$ cat src/design/pidpi_pkg.sv
// ---------------------------------------------------------------------------
// pidpi_pkg: shared types and arithmetic for the PID controller
// Register codes, configuration/state/result structs, saturation helpers.
// ---------------------------------------------------------------------------
`default_nettype none

package pidpi_pkg;

  localparam int ErrW      = 16;
  localparam int GainW     = 16;
  localparam int DataW     = 32;
  localparam int LimitW    = 31;
  localparam int CfgIndexW = 3;
  localparam int CfgDataW  = 31;

  typedef enum logic [CfgIndexW-1:0] {
    REG_MODE      = 3'd0,
    REG_GAIN_P    = 3'd1,
    REG_GAIN_I    = 3'd2,
    REG_GAIN_D    = 3'd3,
    REG_INT_LIMIT = 3'd4
  } cfg_reg_t;

  typedef enum logic {
    MODE_POSITIONAL  = 1'b0,
    MODE_INCREMENTAL = 1'b1
  } pid_mode_t;

  typedef struct packed {
    pid_mode_t                 mode;
    logic signed [GainW-1:0]   gain_p;
    logic signed [GainW-1:0]   gain_i;
    logic signed [GainW-1:0]   gain_d;
    logic        [LimitW-1:0]  integral_limit;
  } pid_cfg_t;

  typedef struct packed {
    logic signed [DataW-1:0]   integral_sum;
    logic signed [ErrW-1:0]    previous_error;
    logic signed [ErrW:0]      previous_difference;
    logic signed [DataW-1:0]   running_output;
  } pid_state_t;

  typedef struct packed {
    logic signed [DataW-1:0]   control_out;
    logic signed [DataW-1:0]   p_term;
    logic signed [DataW-1:0]   i_term;
    logic signed [DataW-1:0]   d_term;
  } pid_result_t;

  localparam logic signed [DataW-1:0] S32Max = {1'b0, {(DataW-1){1'b1}}};
  localparam logic signed [DataW-1:0] S32Min = {1'b1, {(DataW-1){1'b0}}};

  // saturate a 34-bit signed sum to 32 bits
  function automatic logic signed [DataW-1:0] sat34(input logic signed [DataW+1:0] x);
    logic signed [DataW-1:0] r;
    if ((x[DataW+1:DataW-1] == 3'b000) || (x[DataW+1:DataW-1] == 3'b111)) begin
      r = x[DataW-1:0];
    end else begin
      r = x[DataW+1] ? S32Min : S32Max;
    end
    return r;
  endfunction

  // Q8.8 gain times value, floor shift by 8, saturate to 32 bits
  function automatic logic signed [DataW-1:0] gain_mul(input logic signed [GainW-1:0] g,
                                                        input logic signed [DataW-1:0] v);
    logic signed [GainW+DataW-1:0] prod;
    logic signed [DataW-1:0]       r;
    prod = g * v;
    if ((prod[GainW+DataW-1:DataW+7] == '0) || (prod[GainW+DataW-1:DataW+7] == '1)) begin
      r = prod[DataW+7:8];
    end else begin
      r = prod[GainW+DataW-1] ? S32Min : S32Max;
    end
    return r;
  endfunction

endpackage

`default_nettype wire

$ cat src/design/pid_position_incremental.sv
// Path: an accepted request is held in the input register (err_r), and its
//   result is registered into result_r when it advances, then shown on out_*.
// Throughput: one request per cycle while the output is not stalled; the
//   controller state loop closes through the combinational datapath between the input and result registers.
// Reset (rst_n low, synchronous): configuration, integrator, previous error,
//   previous difference and running output clear to zero; both stages empty.
// ---------------------------------------------------------------------------
// pid_position_incremental: positional / incremental PID controller
// One signed error sample in, drive value and P/I/D terms out.
// ---------------------------------------------------------------------------
`default_nettype none

module pid_position_incremental (
  input  wire logic                                clk,
  input  wire logic                                rst_n,
  // configuration write port
  input  wire logic                                cfg_we,
  input  wire logic [pidpi_pkg::CfgIndexW-1:0]     cfg_index,
  input  wire logic [pidpi_pkg::CfgDataW-1:0]      cfg_data,
  // error sample requests
  input  wire logic                                in_valid,
  output logic                                     in_stall,
  input  wire logic signed [pidpi_pkg::ErrW-1:0]   in_error_sample,
  // result requests
  output logic                                     out_valid,
  input  wire logic                                out_stall,
  output logic signed [pidpi_pkg::DataW-1:0]       out_control_out,
  output logic signed [pidpi_pkg::DataW-1:0]       out_p_term,
  output logic signed [pidpi_pkg::DataW-1:0]       out_i_term,
  output logic signed [pidpi_pkg::DataW-1:0]       out_d_term
);

  pidpi_pkg::pid_cfg_t     cfg;
  pidpi_pkg::pid_state_t   state_r;
  pidpi_pkg::pid_state_t   state_nxt;
  pidpi_pkg::pid_result_t  result_nxt;
  pidpi_pkg::pid_result_t  result_r;

  logic                              in_vld_r;
  logic signed [pidpi_pkg::ErrW-1:0] err_r;
  logic                              out_vld_r;
  logic                              advance;
  logic                              in_take;

  pidpi_cfg u_cfg (
    .clk       (clk),
    .rst_n     (rst_n),
    .cfg_we    (cfg_we),
    .cfg_index (cfg_index),
    .cfg_data  (cfg_data),
    .cfg       (cfg)
  );

  // Input stage moves into the result register when that one is empty or
  // being drained this cycle. The state commits on the same move, so each
  // request updates the controller exactly once.
  assign advance  = in_vld_r && (!out_vld_r || !out_stall);
  assign in_stall = in_vld_r && !advance;
  assign in_take  = in_valid && !in_stall;

  pidpi_datapath u_dp (
    .cfg          (cfg),
    .state        (state_r),
    .error_sample (err_r),
    .state_nxt    (state_nxt),
    .result       (result_nxt)
  );

  always_ff @(posedge clk) begin
    if (!rst_n) begin
      in_vld_r  <= 1'b0;
      out_vld_r <= 1'b0;
      state_r   <= '0;
    end else begin
      if (in_take) begin
        in_vld_r <= 1'b1;
      end else if (advance) begin
        in_vld_r <= 1'b0;
      end
      if (advance) begin
        out_vld_r <= 1'b1;
        state_r   <= state_nxt;
      end else if (!out_stall) begin
        out_vld_r <= 1'b0;
      end
    end
  end

  // payload registers, no reset
  always_ff @(posedge clk) begin
    if (in_take) begin
      err_r <= in_error_sample;
    end
    if (advance) begin
      result_r <= result_nxt;
    end
  end

  assign out_valid       = out_vld_r;
  assign out_control_out = result_r.control_out;
  assign out_p_term      = result_r.p_term;
  assign out_i_term      = result_r.i_term;
  assign out_d_term      = result_r.d_term;

endmodule

`default_nettype wire

$ cat src/design/pidpi_cfg.sv
// ---------------------------------------------------------------------------
// pidpi_cfg: configuration register file
// Write-only registers decoded by index; unknown indexes are dropped.
// ---------------------------------------------------------------------------
`default_nettype none

module pidpi_cfg (
  input  wire logic                               clk,
  input  wire logic                               rst_n,
  input  wire logic                               cfg_we,
  input  wire logic [pidpi_pkg::CfgIndexW-1:0]    cfg_index,
  input  wire logic [pidpi_pkg::CfgDataW-1:0]     cfg_data,
  output pidpi_pkg::pid_cfg_t                     cfg
);

  pidpi_pkg::pid_cfg_t cfg_r;
  pidpi_pkg::pid_cfg_t cfg_nxt;

  always_comb begin
    cfg_nxt = cfg_r;
    if (cfg_we) begin
      case (pidpi_pkg::cfg_reg_t'(cfg_index))
        pidpi_pkg::REG_MODE:      cfg_nxt.mode = pidpi_pkg::pid_mode_t'(cfg_data[0]);
        pidpi_pkg::REG_GAIN_P:    cfg_nxt.gain_p = cfg_data[pidpi_pkg::GainW-1:0];
        pidpi_pkg::REG_GAIN_I:    cfg_nxt.gain_i = cfg_data[pidpi_pkg::GainW-1:0];
        pidpi_pkg::REG_GAIN_D:    cfg_nxt.gain_d = cfg_data[pidpi_pkg::GainW-1:0];
        pidpi_pkg::REG_INT_LIMIT: cfg_nxt.integral_limit = cfg_data[pidpi_pkg::LimitW-1:0];
        default: ;
      endcase
    end
  end

  always_ff @(posedge clk) begin
    if (!rst_n) begin
      cfg_r <= '0;
    end else begin
      cfg_r <= cfg_nxt;
    end
  end

  assign cfg = cfg_r;

endmodule

`default_nettype wire

$ cat src/design/pidpi_datapath.sv
// ---------------------------------------------------------------------------
// pidpi_datapath: one PID step
// Forms the three terms with shared multipliers, the drive value and the
// next controller state from the registered error sample.
// ---------------------------------------------------------------------------
`default_nettype none

module pidpi_datapath (
  input  wire pidpi_pkg::pid_cfg_t                cfg,
  input  wire pidpi_pkg::pid_state_t              state,
  input  wire logic signed [pidpi_pkg::ErrW-1:0]  error_sample,
  output pidpi_pkg::pid_state_t                   state_nxt,
  output pidpi_pkg::pid_result_t                  result
);

  localparam int DW = pidpi_pkg::DataW;
  localparam int EW = pidpi_pkg::ErrW;

  logic signed [EW:0]    diff;        // first difference
  logic signed [EW+1:0]  diff2;       // second difference
  logic signed [DW:0]    acc_raw;
  logic signed [DW-1:0]  acc_sat;
  logic signed [DW:0]    acc_w;
  logic signed [DW:0]    lim_pos;
  logic signed [DW:0]    lim_neg;
  logic signed [DW-1:0]  integ_new;
  logic signed [DW-1:0]  op_p, op_i, op_d;
  logic signed [DW-1:0]  p, i, d;
  logic signed [DW+1:0]  sum;
  logic                  incr;

  always_comb begin
    incr  = (cfg.mode == pidpi_pkg::MODE_INCREMENTAL);
    diff  = (EW+1)'(error_sample) - (EW+1)'(state.previous_error);
    diff2 = (EW+2)'(diff) - (EW+2)'(state.previous_difference);

    // positional integrator: saturate, then clamp to +/- limit
    acc_raw = (DW+1)'(state.integral_sum) + (DW+1)'(error_sample);
    acc_sat = pidpi_pkg::sat34((DW+2)'(acc_raw));
    acc_w   = (DW+1)'(acc_sat);
    lim_pos = signed'({2'b00, cfg.integral_limit});
    lim_neg = -lim_pos;
    if (acc_w > lim_pos) begin
      integ_new = lim_pos[DW-1:0];
    end else if (acc_w < lim_neg) begin
      integ_new = lim_neg[DW-1:0];
    end else begin
      integ_new = acc_sat;
    end

    // operand steering so each gain has one multiplier
    op_p = incr ? DW'(diff)         : DW'(error_sample);
    op_i = incr ? DW'(error_sample) : integ_new;
    op_d = incr ? DW'(diff2)        : DW'(diff);

    p = pidpi_pkg::gain_mul(cfg.gain_p, op_p);
    i = pidpi_pkg::gain_mul(cfg.gain_i, op_i);
    d = pidpi_pkg::gain_mul(cfg.gain_d, op_d);

    sum = (DW+2)'(p) + (DW+2)'(i) + (DW+2)'(d)
        + (incr ? (DW+2)'(state.running_output) : '0);

    result.control_out = pidpi_pkg::sat34(sum);
    result.p_term      = p;
    result.i_term      = i;
    result.d_term      = d;

    state_nxt.integral_sum        = incr ? state.integral_sum : integ_new;
    state_nxt.previous_difference = incr ? diff : state.previous_difference;
    state_nxt.previous_error      = error_sample;
    state_nxt.running_output      = result.control_out;
  end

endmodule

`default_nettype wire

$ cat config.mk
export PLATFORM = sky130hd
export DESIGN_NAME = pid_position_incremental
export DESIGN_NICKNAME = d
export VERILOG_FILES = /design/src/design/pidpi_pkg.sv /design/src/design/pid_position_incremental.sv /design/src/design/pidpi_cfg.sv /design/src/design/pidpi_datapath.sv
export SDC_FILE = /design/constraint.sdc
export NUM_CORES = 2
export LEC_CHECK = 0
export BUFFER_PORTS_ARGS = -buffer_cell sky130_fd_sc_hd__buf_2
export CORE_MARGIN = 2
export CORE_UTILIZATION = 40
export CTS_CLUSTER_DIAMETER = 120
export DETAILED_ROUTE_END_ITERATION = 10
export PLACE_DENSITY_LB_ADDON = 0.15
export SLEW_MARGIN = 20
export SYNTH_ARGS = -nofsm -noshare
export SYNTH_HDL_FRONTEND = slang
export SYNTH_SLANG_ARGS = --single-unit
export TNS_END_PERCENT = 100
$ cat constraint.sdc
create_clock -name clk -period 35.2 [get_ports clk]
set_input_delay 7.04 -clock clk [delete_from_list [all_inputs] [get_ports clk]]
set_output_delay 7.04 -clock clk [all_outputs]
set_load 0.05 [all_outputs]
==> flow_summary_export.csv <==
group,metric,value,unit
status,status,"completed",
setup_path,r2r_cells,89,
floorplanning,start_util,0.403,
setup_path,r2r_end,"state_r[6]$_SDFFE_PN0P_",
yosys,synth_area_per_cell,8.85,µm²
layout,layout_commonest_cell,"inv_1",
clock_tree,htreeDepth,2,
route,ant_nets,0,
floorplanning,coreArea,150000,µm²
yosys,synth_top_area_share,0.370,
global_route,track_usage,0.249,
yosys,ys.flop_type,"dfxtp_1",
setup_path,cp_max_fo,30,
route,wl_per_cell,21.0,µm
route,dr.first_iter.drc_count,2911,
sta,hold_viol,0,
global_route,grt_pass1_wl,291000,µm
yosys,synth.area.top_cells,"fa_1, ha_1, inv_1",
yosys,syn_inst,6834,
placement,dp_hpwl,152000,µm
floorplanning,rows,142,
setup_path,cp_num_buf_inv,11,
route,drt-pass1-iter-count,5,
global_route,busiest_layer,"met2",
placement,io_buffers,184,
route,vias_per_cell,5.13,
yosys,syn_area,60500,µm²
setup_path,cp_slowest_stage_delay,0.89,ns
global_route,grt_util_met1,0.331,
yosys,netlist.top_cell.by_area,"fa_1",
setup_path,critPathLaunch,"err_r[1]$_DFFE_PP_",
clock_tree,cts.sinks,323,
clock_tree,cts_resized,0,
setup_path,critPathLaunchType,"flop",
setup_path,end_kind,"flop",
sta,period_share,0.681,
min_path,hp-class,"reg2reg",
clock_tree,cts_tree,"yes",
route,drc_errors,0,
sta,rsz0062_at_grt,"no",
yosys,synth.distinct_cells,78,
yosys,ys_ff_latch,323,
sta,setup_tns,0,ns
yosys,ys_seq_area_frac,0.131,
setup_path,cp_common_cell,"a21oi_1",
job,cap_violations,0,
clock_tree,cts_made_buffers,41,
sta,relSlewSlack,0.231,
sta,max_freq,41.7,MHz
sta,worstMarginPinSlew,1.15,ns
floorplanning,die_h,393,µm
setup_path,worst_ep_arrival_time,24.48,ns
layout,nets,8503,
global_route,grt_use_met3,0.0350,
setup_path,crit_type,"reg2reg",
global_route,gr-total-overflow,0,
yosys,syn_nets,8486,
setup_path,critPathRequiredTime,35.71,ns
clock_tree,cts.clk_slew.worst_paths,0.06,ns
floorplanning,die_area,154000,µm²
clock_tree,clkLatencyLatePin,0.65,ns
sta,final-setup-viol-count,0,
clock_tree,cts.hold.buffers_added,0,
clock_tree,cts_setup_buffers,0,
yosys,yosysWarnings,0,
global_route,antenna_found_initial,19,
floorplanning,num_io_pins,185,
global_route,grt_pass1_vias,48300,
route,via_count,45700,
sta,skew,0.0379,ns
setup_path,crit_family,"compound AO/OA/AOI/OAI gates",
placement,place.gp.congestion,0.907,
sta,post-route-min-period,23.97,ns
clock_tree,root_buffer,"clkbuf_16",
setup_path,critPathSlowestCell,"a311oi_2",
sta,final_max_slew_viol_count,0,
floorplanning,die_w,393,µm
route,drt-total-wl,187000,µm
layout,layout-drive-gt1-share,0.0638,
yosys,synthArstFlopShare,0,
clock_tree,clk_path_buf_depth,3,
setup_path,path_depth,89,
setup_path,crit_end,"state_r[6]$_SDFFE_PN0P_",
global_route,grt_start_max_net_pins,96,
setup_path,r2r_setup_slack,11.23,ns
yosys,synth-edff-count,144,
layout,area_growth,7.41,%
layout,final_cell_mix,"inv_1, fa_1, nand2_1",
setup_path,r2r-start,"err_r[1]$_DFFE_PP_",
global_route,use_met2,0.418,
## metal layers
metal  part of all wire  vias to the layer above
met5            0.00024                        -
met2               0.48                     1112
met3              0.057                      224
li1                   -                    21100
met4              0.035                        8
met1               0.43                    23200
## area by class of cell
class,instances,area (µm²)
Antenna cell,4,10.0
Sequential cell,323,7910
Clock inverter,22,238
Tap cell,2016,2520
Fill cell,15000,85000
Multi-Input combinational cell,4834,46400
Inverter,1392,5230
Clock buffer,54,1150
Timing Repair Buffer,259,1490
## logic make-up (layout without fill, tap and decap cells)
group | after synthesis | count (layout) | share of synthesized area
AND/OR/NAND/NOR | 2055 | 2055 | 0.157
buffers and inverters | 1677 | 1727 | 0.104
adder cells (fa/ha/maj) | 1605 | 1605 | 0.470
AO/OA/AOI/OAI | 921 | 921 | 0.0996
flip-flops | 323 | 323 | 0.131
XOR/XNOR | 218 | 218 | 0.0316
multiplexers | 35 | 35 | 0.00641
other | 0 | 4 | 0
## registers in the layout, summed over array words and instances, names as in the netlist
signal           flops
out_control_out     32
out_valid            1
u_cfg.cfg           80
out_p_term          32
in_vld_r             1
state_r             97
out_d_term          32
err_r               16
out_i_term          32
## worst register-to-register path: cells and delay by family, from the launching register on
kind	cells	cell delay, ns
AOI/OAI and AO/OA	54	12.69
DFF	1	0.57
and+or+nand+nor	7	2.20
muxes	2	0.61
adders and majority gates	13	5.46
buffers and inverters	11	1.82
xor gates and xnor gates	2	0.46
## cells in the mapped netlist, drive strengths merged (68+ instances only)
library cell / count
a21o: 95
fa: 1117
clkbuf: 243
and2: 415
a21boi: 149
a21oi: 210
xnor2: 150
xor2: 68
edfxtp: 144
nand2: 1097
dfxtp: 179
ha: 480
nor2: 210
inv: 1392
o21ai: 221
## worst min path at each step
stage	from	endpoint	slack (ns)	depth (start not counted)
after floorplan	state_r[25]$_SDFFE_PN0P_	state_r[25]$_SDFFE_PN0P_	0.44	2
after global placement	state_r[41]$_SDFFE_PN0P_	state_r[41]$_SDFFE_PN0P_	0.45	2
after detailed placement	u_cfg.cfg[47]$_SDFFE_PN0P_	u_cfg.cfg[47]$_SDFFE_PN0P_	0.46	2
after CTS	state_r[42]$_SDFFE_PN0P_	state_r[42]$_SDFFE_PN0P_	0.47	2
after global routing	state_r[40]$_SDFFE_PN0P_	state_r[40]$_SDFFE_PN0P_	0.49	2
final	state_r[58]$_SDFFE_PN0P_	state_r[58]$_SDFFE_PN0P_	0.47	2
## per-stage QoR
| step | hold slack (ns) | setup WS, ns | instances | instance area, µm² | util |
|---|---|---|---|---|---|
| floorplan | 0.441 | 14.84 | 6834 | 60500 | - |
| global placement | 0.453 | 11.70 | 8824 | 63600 | 0.424 |
| detailed placement | 0.460 | 11.09 | 8824 | 63600 | 0.424 |
| CTS | 0.468 | 11.01 | 8900 | 64900 | 0.433 |
| global route | 0.488 | 9.60 | 8901 | 64900 | 0.433 |
| finish | 0.466 | 11.23 | 8904 | 65000 | 0.433 |
Power is left out: the tool's default activity adds up to more than one toggle a clock period on the data nets, which glitch-free logic cannot reach.
